File: config.mk
export PLATFORM = sky130hd
export DESIGN_NAME = dbs_cfg
export DESIGN_NICKNAME = d
export VERILOG_FILES = /design/src/dbs_pkg.sv /design/src/dbs_cfg.sv
export SDC_FILE = /design/constraint.sdc
export NUM_CORES = 1
export LEC_CHECK = 0
export BUFFER_PORTS_ARGS = -buffer_cell sky130_fd_sc_hd__buf_4
export CAP_MARGIN = 20
export CORE_AREA = 2 2 53 55
export CTS_BUF_LIST = sky130_fd_sc_hd__clkbuf_4 sky130_fd_sc_hd__clkbuf_8
export DETAILED_ROUTE_END_ITERATION = 10
export DIE_AREA = 0 0 55 57
export HOLD_SLACK_MARGIN = 0.12
export MAX_ROUTING_LAYER = met4
export PLACE_DENSITY = 0.81
export SLEW_MARGIN = 20
export SYNTH_ARGS = -nofsm -noshare
export SYNTH_HDL_FRONTEND = slang
export SYNTH_SLANG_ARGS = --single-unit
File: constraint.sdc
create_clock -name clk -period 2.35 [get_ports clk]
set_clock_uncertainty 0.1 [all_clocks]
set_input_delay 0.235 -clock clk [delete_from_list [all_inputs] [get_ports clk]]
set_output_delay 0.235 -clock clk [all_outputs]
set_load 0.02 [all_outputs]
File: src/dbs_pkg.sv
// Package for the dual bounded stack: widths, action and status codes,
// shared structs and the capacity function. No dependencies.
`default_nettype none

package dbs_pkg;

    localparam int ENTRY_W     = 32;
    localparam int STACK_DEPTH = 256;
    localparam int ADDR_W      = $clog2(STACK_DEPTH);
    localparam int PTR_W       = ADDR_W + 1;
    localparam int LIMIT_W     = 9;
    localparam int INDEX_W     = 8;
    localparam int COUNT_W     = 9;
    localparam int APB_AW      = 3;
    localparam int APB_DW      = 32;

    localparam logic [LIMIT_W-1:0] LIMIT_RESET = LIMIT_W'(256);

    typedef enum logic [2:0] {
        ACT_PUSH_PARAM    = 3'd0,
        ACT_POP_PARAM     = 3'd1,
        ACT_READ_PARAM    = 3'd2,
        ACT_RELEASE_PARAM = 3'd3,
        ACT_PUSH_OP       = 3'd4,
        ACT_POP_OP        = 3'd5
    } action_t;

    typedef enum logic [1:0] {
        ST_OK        = 2'd0,
        ST_OVERFLOW  = 2'd1,
        ST_UNDERFLOW = 2'd2,
        ST_BAD_INDEX = 2'd3
    } status_t;

    typedef enum logic {
        REG_PARAM_LIMIT = 1'b0,
        REG_OP_LIMIT    = 1'b1
    } reg_idx_t;

    typedef struct packed {
        status_t            status;
        logic [ENTRY_W-1:0] value;
    } stk_res_t;

    typedef struct packed {
        logic [LIMIT_W-1:0] param_limit;
        logic [LIMIT_W-1:0] op_limit;
    } cfg_t;

    // Largest depth a stack may reach under the given limit.
    function automatic logic [PTR_W-1:0] capacity(input logic [LIMIT_W-1:0] limit);
        logic [LIMIT_W-1:0] eff;
        eff = (limit > LIMIT_W'(STACK_DEPTH)) ? LIMIT_W'(STACK_DEPTH) : limit;
        if (eff == '0)
        begin
            return '0;
        end
        return PTR_W'(eff - 1'b1);
    endfunction

endpackage

`default_nettype wire

File: src/dbs_cfg.sv
// Configuration registers of the dual bounded stack behind an APB-style port.
// Depends on dbs_pkg.
`default_nettype none

module dbs_cfg (
    input  wire logic                      clk,
    input  wire logic                      rst_n,
    input  wire logic                      psel,
    input  wire logic                      penable,
    input  wire logic                      pwrite,
    input  wire logic [dbs_pkg::APB_AW-1:0] paddr,
    input  wire logic [dbs_pkg::APB_DW-1:0] pwdata,
    output logic      [dbs_pkg::APB_DW-1:0] prdata,
    output logic                           pready,
    output dbs_pkg::cfg_t                  cfg
);
    import dbs_pkg::*;

    logic [LIMIT_W-1:0] param_limit_reg;
    logic [LIMIT_W-1:0] op_limit_reg;
    logic               wr_en;
    reg_idx_t           sel;

    assign pready = 1'b1;
    assign wr_en  = psel & penable & pwrite & pready;
    assign sel    = reg_idx_t'(paddr[2]);

    always_ff @(posedge clk or negedge rst_n)
    begin
        if (!rst_n)
        begin
            param_limit_reg <= LIMIT_RESET;
            op_limit_reg    <= LIMIT_RESET;
        end
        else if (wr_en)
        begin
            case (sel)
                REG_PARAM_LIMIT: param_limit_reg <= pwdata[LIMIT_W-1:0];
                REG_OP_LIMIT:    op_limit_reg    <= pwdata[LIMIT_W-1:0];
                default:         ;
            endcase
        end
    end

    always_comb
    begin
        case (sel)
            REG_PARAM_LIMIT: prdata = APB_DW'(param_limit_reg);
            REG_OP_LIMIT:    prdata = APB_DW'(op_limit_reg);
            default:         prdata = '0;
        endcase
    end

    assign cfg.param_limit = param_limit_reg;
    assign cfg.op_limit    = op_limit_reg;

endmodule

`default_nettype wire

# == After elaboration in Yosys (flattened, before gate mapping) ==
# Cells that the tools add are included.
# totals
regBits,18
inputBits,40
elab_cells,8
# op_classes
n_mux,1
bitwise_logic,3
reduce_logical,2
# op_table
cell,count
32-bit one-hot mux with 2 select lines,1
2-bit AND reduction,2
1-bit AND,2
1-bit inverter,1

# == Depth between registers and ports, before layout ==
# Gate-level depths: netlist (run 1).
# depth
word_depth,3
mapped_depth,3

# == Least setup slack after synthesis (run 1) ==
# OpenSTA, ideal clock, no wires.
# synth_timing
path_type,reg-to-output
start,reg param_limit_reg[8]
end,out prdata[8] (netlist bit)
arrival_time_ps,800
required_time_ps,2015
path_slack_ps,1215
stages_incl_launch_ff,2
path_buffers,0
cell_sequence,dfstp_2 > mux2_2
# synth_via
elab_chain_cells,1
# synth_lines
element,line,text
start: declaration,dbs_cfg.sv:19,logic [LIMIT_W-1:0] param_limit_reg;
start signal: assignment,dbs_cfg.sv:38,REG_PARAM_LIMIT: param_limit_reg <= pwdata[LIMIT_W-1:0];
32-bit one-hot mux with 2 select lines,dbs_cfg.sv:47,case (sel)
end: declaration,dbs_cfg.sv:13,"output logic [dbs_pkg::APB_DW-1:0] prdata,"
# Every way passes these cells. The select of a mux whose other input is x is not followed.

# == Worst setup path in the final report (run 1) ==
# layout_timing
start,reg op_limit_reg[0]
end,out prdata[0] (netlist bit)
# layout_via
elab_chain_cells,1
# layout_lines
element,line,text
start: declaration,dbs_cfg.sv:20,logic [LIMIT_W-1:0] op_limit_reg;
start signal: assignment,dbs_cfg.sv:39,REG_OP_LIMIT: op_limit_reg <= pwdata[LIMIT_W-1:0];
32-bit one-hot mux with 2 select lines,dbs_cfg.sv:47,
# Every way passes these cells. The select of a mux whose other input is x is not followed.

==> reports/results.ini, run 1 <==
[final_layout]
final_core_util_pct = 52.6
antenna_cells = 0
layout.cells.non_filler = 157
syn2layout_area_growth_pct = 37.4
drive_gt1_share_pct = 60.3
fin_nets = 167

[timing]
slew_violations = 0
finalHoldViolCount = 0
min_period_over_period_pct = 61.8
setup_viol = 0
worst_slack_ns = 0.898
max_freq_ghz = 0.689
setup_tns_ns = 0
final.min_clock_period_ns = 1.45
rsz0062_at_grt = false

[power_and_ir_drop]
p_int_uw = 716
combPwrFrac_pct = 44.5
sequentialPowerShare_pct = 38.8
p_clk_share_pct = 16.7
power_density_mw_per_mm2 = 811
leakage_uw = 0.000690
power_switching_share_pct = 35.7
vdd_ir_drop_max_mv = 0.538
netSwitchingPower_uw = 398

[global_routing]
grt_pass1_vias = 659
grt_max_degree = 19
track_usage_pct = 13.9
antenna_found_initial = 0
grt_pass1_wl_um = 2990
grt.overflow.total = 0

[placed_design]
dp.cells = 143
gp_congestion = 0.670
port-buffer-count = 41
place_hpwl_um = 1350
preCtsSetupSlack_ns = 1.05

[routing]
wl_per_cell_um = 11.9
ant_nets = 0
dr.pass1.iters = 2
first_iter_violations = 5
route.detailed.drc = 0
routed_wl_um = 1870
num_vias = 677
vias_per_cell = 4.31

[cts]
cts_buffers = 3
clkTransAtPathRegs_ns = 0.10
clock_sinks = 18
clock_path_buffers = 2
cts-htree-levels = 1
root_buffer = clkbuf_4
cts_tree = yes
worst_skew_pair.late_latency_ns = 0.28

[worst_setup_path]
worst_r2r_endpoint = param_limit_reg[2]
endpoint_kind = primary output
r2r_start = param_limit_reg[2]
critPathLaunch = op_limit_reg[0]
worstPathCellList = mux2_2 > buf_4
cp_data_required_time_ns = 2.02
cp_slowest_cell = dfrtp_1
critPathKind = reg -> out
reg2reg_depth = 1
reg2reg_slack_ns = 1.46
start_kind = flop
cp_max_fo = 3
crit_end = prdata[0]
crit_path_max_incr_delay_ns = 0.41
crit_arrival_ns = 1.12

[synth]
synth_seq_cells = 18
avgSynthCellArea_um2 = 13.5
ys.warnings.count = 0
synthCells = 74
synthDistinctLibCells = 8
syn_area_mm2 = 0.00100
yosysSeqAreaShare_pct = 45.2

[worst_hold_path]
hold_path.class = in -> async

[floorplan]
ios = 91
start_util_pct = 38.3
rows = 19
core-area_mm2 = 0.00262
dieArea_mm2 = 0.00314
die_w_um = 55
die_y_um = 57

[flow_run]
drv_cap = 0

[outcome]
outcome = finished clean

[kinds of logic after synthesis]
group                  share of synthesized area (%)
other                                          0.750
flip-flops                                      45.2
buffers and inverters                           19.1
multiplexers                                    30.4
AND/OR/NAND/NOR                                 4.50
[how the worst min path moves through the flow]
| stage | slack, ns | cells past startpoint | to |
|---|---|---|---|
| after floorplan | -0.16 | 0 | op_limit_reg[0] |
| after global routing | 0.25 | 2 | op_limit_reg[5] |
| after global placement | 0.01 | 1 | op_limit_reg[2] |
| after detailed placement | 0.01 | 1 | op_limit_reg[2] |
| final | 0.25 | 2 | op_limit_reg[2] |
| after CTS | 0.23 | 2 | op_limit_reg[6] |
[what timing repair did]
item                      4_1_cts  5_1_grt
hold endpoints to repair       36        0
hold buffers                   10        0
gates resized for setup         0        0
buffers inserted                0        0
[per-stage QoR]
step	hold WS [ns]	instance area [um2]	total power, uW
6_report	0.249	1380	1110
5_1_grt	0.255	1380	1180
4_1_cts	0.230	1380	1130
3_5_place_dp	0.0148	1240	926
3_3_place_gp	0.0130	1240	915
2_1_floorplan	-0.161	1080	742
[cell type report]
class / count / area [um2]
Fill cell: 235 / 1240
Sequential cell: 18 / 453
Multi-Input combinational cell: 53 / 439
Timing Repair Buffer: 51 / 408
Tap cell: 31 / 38.8
Clock buffer: 4 / 36.3
[critical path: cells and delay by family (launching register included)]
kind	cells	cell delay, ns
flip-flops	1	0.41
multiplexers	1	0.27
buffers and inverters	1	0.15
[power groups by stage]
stage	Clock, uW	Sequential [uW]	Combinational [uW]
6_report	186	432	497
5_1_grt	208	443	531
4_1_cts	194	434	501
3_5_place_dp	0	439	487
3_3_place_gp	0	434	482
2_1_floorplan	0	517	225
[cell usage after synthesis, drive strengths merged]
cell type	count	share of area (%)
dfrtp	16	40
conb	2	0.75
buf	25	19
nand4	1	2.1
nand4b	1	2.4
dfstp	2	5.2
mux2	27	30
[metal layers]
metal / up-vias / GRT usage [%] / wire length (um)
li1: 311 / - / -
met1: 321 / 16.4 / 750
met2: 45 / 23.1 / 951
met3: 0 / 3.40 / 163
met4: 0 / 4.18 / 0
met5: - / - / 0
[cell usage in the layout (no fill, tap or decap)]
cell type / Yosys / final
dfstp_2: 2 / 2
nand4_4: 1 / 1
clkbuf_4: 0 / 3
clkbuf_8: 0 / 1
mux2_2: 27 / 27
dfrtp_1: 16 / 16
buf_4: 24 / 41
dlygate4sd3_1: 0 / 10
nand4b_4: 1 / 1
conb_1: 2 / 24
(Power assumes the default switching activity.)
==> run 2, diff against run 1 <==
Settings changed: ABC_AREA set to 1, CORE_AREA 2 2 53 55 to 2 2 42 83, DIE_AREA 0 0 55 57 to 0 0 44 85, PLACE_DENSITY 0.81 to 0.72.
Clock period 2.35 ns to 1.2 ns, I/O delays scaled along.
==> reports/results.ini, run 2 <==
[timing]
finalHoldViolCount = 0  ; unchanged
min_period_over_period_pct = 104
setup_viol = 1  ; +1
rsz0062_at_grt = true
final.min_clock_period_ns = 1.24
slew_violations = 0  ; unchanged
setup_tns_ns = -0.0426  ; -0.0426 ns
worst_slack_ns = -0.0426  ; -0.940 ns
max_freq_ghz = 0.805

[cts]
worst_skew_pair.late_latency_ns = 0.25  ; -0.03 ns
cts-htree-levels = 1  ; unchanged
clock_sinks = 18  ; unchanged
clkTransAtPathRegs_ns = 0.07  ; -0.03 ns
root_buffer = clkbuf_8
cts_tree = yes
cts_buffers = 3  ; unchanged
clock_path_buffers = 2  ; unchanged

[synth]
synth_edf_count = 0  ; unchanged
syn_area_mm2 = 0.00105  ; +5.2%
yosysSeqAreaShare_pct = 43.0  ; -2.3 points
synth_flop_cell = dfrtp_1
synth_most_common_cell = nand2_1
synthArstFlopShare_pct = 100  ; unchanged
ys.warnings.count = 0  ; unchanged
avgSynthCellArea_um2 = 7.80  ; -42%
yosysTopAreaCell = dfrtp_1
synthTopCellsByArea = dfrtp_1 (38%), nand2_1 (22%), buf_4 (18%)
synth_seq_cells = 18  ; unchanged
synthCells = 135  ; +82%
synthDistinctLibCells = 14  ; +6
synth_common_cells = nand2_1 (63), buf_4 (25), nand3_1 (17), dfrtp_1 (16)
synth_top_area_share_pct = 38.0  ; -2.0 points

[routing]
dr_wl_met3_um = 161  ; -1.2%
wl_met1_um = 919  ; +23%
wl_per_cell_um = 10.9  ; -8.2%
route.detailed.drc = 0  ; unchanged
first_iter_violations = 8  ; +3
top_layer_used = met4
route.met2.wl_um = 1340  ; +41%
num_vias = 969  ; +43%
routed_wl_um = 2440  ; +31%
dr.pass1.iters = 4  ; +2
ant_nets = 0  ; unchanged
vias_per_cell = 4.33  ; +0.32%

[global_routing]
grt_pass1_wl_um = 3920  ; +31%
antenna_found_initial = 0  ; unchanged
grt_max_degree = 19  ; unchanged
track_usage_pct = 14.2  ; +0.25 points
grt.overflow.total = 0  ; unchanged
grt_pass1_vias = 868  ; +32%

[floorplan]
dieArea_mm2 = 0.00374  ; +19%
rows = 29  ; +10
die_w_um = 44  ; -20%
ios = 91  ; unchanged
start_util_pct = 33.8  ; -4.5 points
die_y_um = 85  ; +49%
core-area_mm2 = 0.00312  ; +19%

[worst_setup_path]
worstPathCellList = nand2_1 > nand2_1 > buf_6
crit_path_max_incr_delay_ns = 0.54  ; +0.13 ns
cp_max_fo = 3  ; unchanged
critPathLaunch = param_limit_reg[8]
reg2reg_depth = 3  ; +2
r2r_start = param_limit_reg[0]
cp_data_required_time_ns = 0.98  ; -1.04 ns
crit_top_cell = nand2_1
endpoint_kind = primary output
cp_slowest_cell = dfstp_2
start_kind = flop
critPathKind = reg -> out
crit_arrival_ns = 1.02  ; -0.10 ns

[power_and_ir_drop]
leakage_uw = 0.000872  ; +26%
netSwitchingPower_uw = 790  ; +98%
sequentialPowerShare_pct = 37.7  ; -1.1 points
power_switching_share_pct = 36.6  ; +0.82 points
power_density_mw_per_mm2 = 1430  ; +77%
combPwrFrac_pct = 41.1  ; -3.4 points
vdd_ir_drop_max_mv = 0.840  ; +56%
finalPower_uw = 2160  ; +94%
p_clk_share_pct = 21.2  ; +4.5 points
p_int_uw = 1370  ; +91%

[final_layout]
final_common_cell = nand2_1
fill_cells = 351  ; +49%
fin_nets = 234  ; +40%
syn2layout_area_growth_pct = 43.3
most-common-layout-cells = nand2_1 (63), buf_4 (46), conb_1 (24), nand3_1 (17), dfrtp_1 (16)
antenna_cells = 0  ; unchanged
drive_gt1_share_pct = 32.1  ; -28 points

[outcome]
outcome = finished with violations
violations = negative setup slack

[flow_run]
drv_cap = 0  ; unchanged

[placed_design]
gp_congestion = 0.731  ; +9.1%
preCtsSetupSlack_ns = 0.101  ; -0.952 ns
place_hpwl_um = 1720  ; +27%
port-buffer-count = 41  ; unchanged

[worst_hold_path]
min-delay-start = pwrite
hold_path.class = in -> reg
hold_depth = 5

[run 2: cell types whose count changed in the layout (fill, tap and decap cells not counted), sizes merged, moves of 2 or more]
cell | before | now
buf | 41 | 49
inv | 0 | 2
mux2 | 27 | 0
nand2 | 0 | 64
nand3 | 0 | 18
[run 2: per-layer routing]
layer | up-vias | global-route usage [%]
met3 | 2 | 1.49
met2 | 45 | 24.7
met1 | 434 | 15.8
li1 | 488 | -
met5 | - | -
met4 | 0 | 5.79
[run 2: cells by family after synthesis]
kind of cell | count (synthesis) | synth area share (%)
simple gates | 85 | 35.5
other cells | 2 | 0.713
buf+inv | 30 | 20.8
flops | 18 | 43.0
[run 2: path summary, 6_finish.rpt]
kind	to	slack (ns)
setup / recovery	prdata[8]	-0.04
hold / removal	op_limit_reg[8]	0.17
setup reg to reg	param_limit_reg[0]	0.35
hold reg to reg	op_limit_reg[8]	0.37
max in group asynchronous	op_limit_reg[8]	0.55
min in group asynchronous	op_limit_reg[0]	0.19
[run 2: cell type report]
cell class              instances  area, um2  share of cell area [%]
clock buffers                   4       48.8                    3.23
well taps                      31       38.8                    2.57
repair buffers                 60        498                    33.0
flip-flops and latches         18        453                    30.0
inverters                       2       7.51                   0.497
multi-input cells             109        464                    30.7
[run 2: stage by stage]
stage	cell area [um2]	utilization, %	hold slack (ns)	instances
floorplan	1140	-	-0.276	157
global placement	1310	42.1	-0.0971	205
detailed placement	1310	42.1	-0.0944	205
CTS	1480	47.3	0.173	220
global route	1510	48.4	0.199	224
finish	1510	48.4	0.172	224
[run 2: worst max-delay path: cells and delay by family, from the launching register on]
family | cells | cell delay, ns
flip-flops | 1 | 0.54
buffers and inverters | 1 | 0.11
AND/OR/NAND/NOR | 2 | 0.12
[run 2: what timing repair did]
| item | in CTS | in global routing |
|---|---|---|
| gates resized for setup | 1 | 1 |
| cloned | 0 | 0 |
| endpoints found under the hold margin | 36 | 0 |
| setup buffers | 0 | 4 |
| hold buffers | 11 | 0 |
| pin swaps | 2 | 1 |
| setup endpoints to repair | 1 | 4 |
[run 2: power groups by stage]
stage | sequential [uW] | combinational (uW) | clock, uW
final | 814 | 889 | 458
after global routing | 830 | 964 | 498
after CTS | 817 | 857 | 475
after detailed placement | 828 | 822 | 0
after global placement | 826 | 811 | 0
after floorplan | 963 | 371 | 0
==> run 3, diff against run 2 <==
Settings changed: CELL_PAD_IN_SITES_DETAIL_PLACEMENT set to 0, CELL_PAD_IN_SITES_GLOBAL_PLACEMENT set to 1, CORE_AREA 2 2 42 83 to 2 2 51 101, DIE_AREA 0 0 44 85 to 0 0 53 103, PLACE_DENSITY 0.72 to 0.74.
==> reports/results.ini, run 3 (synthesized netlist as in run 2, its figures left out) <==
[worst_setup_path]
start_kind = flop
crit_end = prdata[8]
crit_arrival_ns = 1.07  ; +0.05 ns
cp_data_required_time_ns = 0.98  ; about the same
cp_max_fo = 3  ; unchanged
r2r_start = param_limit_reg[7]
worst_r2r_endpoint = param_limit_reg[7]
endpoint_kind = primary output
critPathLaunch = op_limit_reg[8]
critPathKind = reg -> out
reg2reg_depth = 3  ; unchanged
reg2reg_slack_ns = 0.34  ; about the same

[floorplan]
start_util_pct = 22.3  ; -11 points
die_y_um = 103  ; +21%
rows = 36  ; +24%
dieArea_mm2 = 0.00546  ; +46%
ios = 91  ; unchanged
core-area_mm2 = 0.00473  ; +52%
die_w_um = 53  ; +20%

[routing]
dr.pass1.iters = 4  ; unchanged
ant_nets = 0  ; unchanged
num_vias = 990  ; +2.2%
routed_wl_um = 2680  ; +9.7%
wl_per_cell_um = 10.7  ; -2.1%
route.detailed.drc = 0  ; unchanged
first_iter_violations = 24  ; +16
vias_per_cell = 3.94  ; -8.8%

[cts]
cts_tree = yes
worst_skew_pair.late_latency_ns = 0.25  ; about the same
clkTransAtPathRegs_ns = 0.07  ; about the same
root_buffer = clkbuf_8
clock_sinks = 18  ; unchanged
cts-htree-levels = 1  ; unchanged
cts_buffers = 3  ; unchanged
clock_path_buffers = 2  ; unchanged

[placed_design]
dpl_cell_area_mm2 = 0.00135  ; +2.7%
gp_congestion = 0.673  ; -7.9%
port-buffer-count = 41  ; unchanged
place_hpwl_um = 1880  ; +9.3%
preCtsSetupSlack_ns = 0.192  ; +0.0912 ns

[final_layout]
stdcell_area_mm2 = 0.00155  ; +2.4%
final_common_cell = nand2_1
drive_gt1_share_pct = 33.0  ; +0.87 points
antenna_cells = 0  ; unchanged
most-common-layout-cells = nand2_1 (62), buf_4 (48), conb_1 (24), nand3_1 (17), dfrtp_1 (16)
fin_nets = 235  ; +0.43%
syn2layout_area_growth_pct = 46.8

[power_and_ir_drop]
leakage_uw = 0.000877  ; +0.47%
power_density_mw_per_mm2 = 1430  ; -0.31%
vdd_ir_drop_max_mv = 0.707  ; -16%

[timing]
max_freq_ghz = 0.776  ; -3.6%
rsz0062_at_grt = true
setup_viol = 2  ; +1
slew_violations = 0  ; unchanged
finalHoldViolCount = 0  ; unchanged
worst_slack_ns = -0.0885  ; -0.0459 ns
min_period_over_period_pct = 107  ; +3.8 points
final.min_clock_period_ns = 1.29  ; +0.0459 ns

[outcome]
outcome = finished with violations
violations = negative setup slack

[flow_run]
drv_cap = 0  ; unchanged

[worst_hold_path]
hold_path.class = in -> async

[global_routing]
grt_max_degree = 19  ; unchanged
grt_pass1_wl_um = 4130  ; +5.5%
track_usage_pct = 10.3  ; -3.9 points
antenna_found_initial = 0  ; unchanged
grt.overflow.total = 0  ; unchanged
grt_pass1_vias = 895  ; +3.1%

-- run 3: cell types whose count changed in the layout (fill, tap and decap cells not counted) --
cell	before	now
buf_4	46	48
buf_12	1	0
clkbuf_4	1	0
clkbuf_8	3	4
nand2_1	63	62
nand2_2	1	2
-- run 3: how the worst min path moves through the flow --
stage / end / cells after the start / from / slack, ns
after floorplan: op_limit_reg[0] / 0 / rst_n / -0.28
after detailed placement: param_limit_reg[4] / 1 / rst_n / -0.09
after CTS: op_limit_reg[2] / 2 / rst_n / 0.18
final: param_limit_reg[2] / 2 / rst_n / 0.18
after global placement: op_limit_reg[4] / 1 / rst_n / -0.1
after global routing: op_limit_reg[2] / 2 / rst_n / 0.19
-- run 3: metrics by stage --
stage | std cells | util, % | power (uW) | hold WS (ns) | TNS (ns)
CTS | 248 | 32.1 | 2200 | 0.176 | -0.0717
global placement | 233 | 28.5 | 1650 | -0.0968 | 0
global route | 251 | 32.7 | 2340 | 0.193 | -0.210
floorplan | 157 | - | 1330 | -0.276 | 0
detailed placement | 233 | 28.5 | 1660 | -0.0928 | 0
finish | 251 | 32.7 | 2210 | 0.177 | -0.135
-- run 3: final cells by class --
cell class	count	area [um2]
Multi-Input combinational cell	109	467
Fill cell	497	3180
Tap cell	57	71.3
Timing Repair Buffer	61	493
Clock buffer	4	55.1
Inverter	2	7.51
Sequential cell	18	453
-- run 3: worst max-delay path: stages, from the launching register on --
cell	delay, ns
dfstp_2	0.55
nand2_1	0.06
nand2_1	0.08
buf_6	0.12
-- run 3: repair_timing --
action	in CTS	in global routing
hold buffers	11	0
endpoints found under the setup margin	1	4
pin swaps	3	4
resized for setup	1	2
setup buffers	0	3
hold endpoints to repair	36	0
-- run 3: power by group --
part           total (uW)  switching [uW]  internal, uW
Combinational         884             510           374
Clock                 492             201           291
Sequential            830            98.9           731
Total                2210             810          1400
-- run 3: metal layers --
layer	GRT usage, %	share of wire (%)
met1	14.4	47
met2	15.7	43
met3	1.74	9.1
met4	1.78	0
met5	-	0
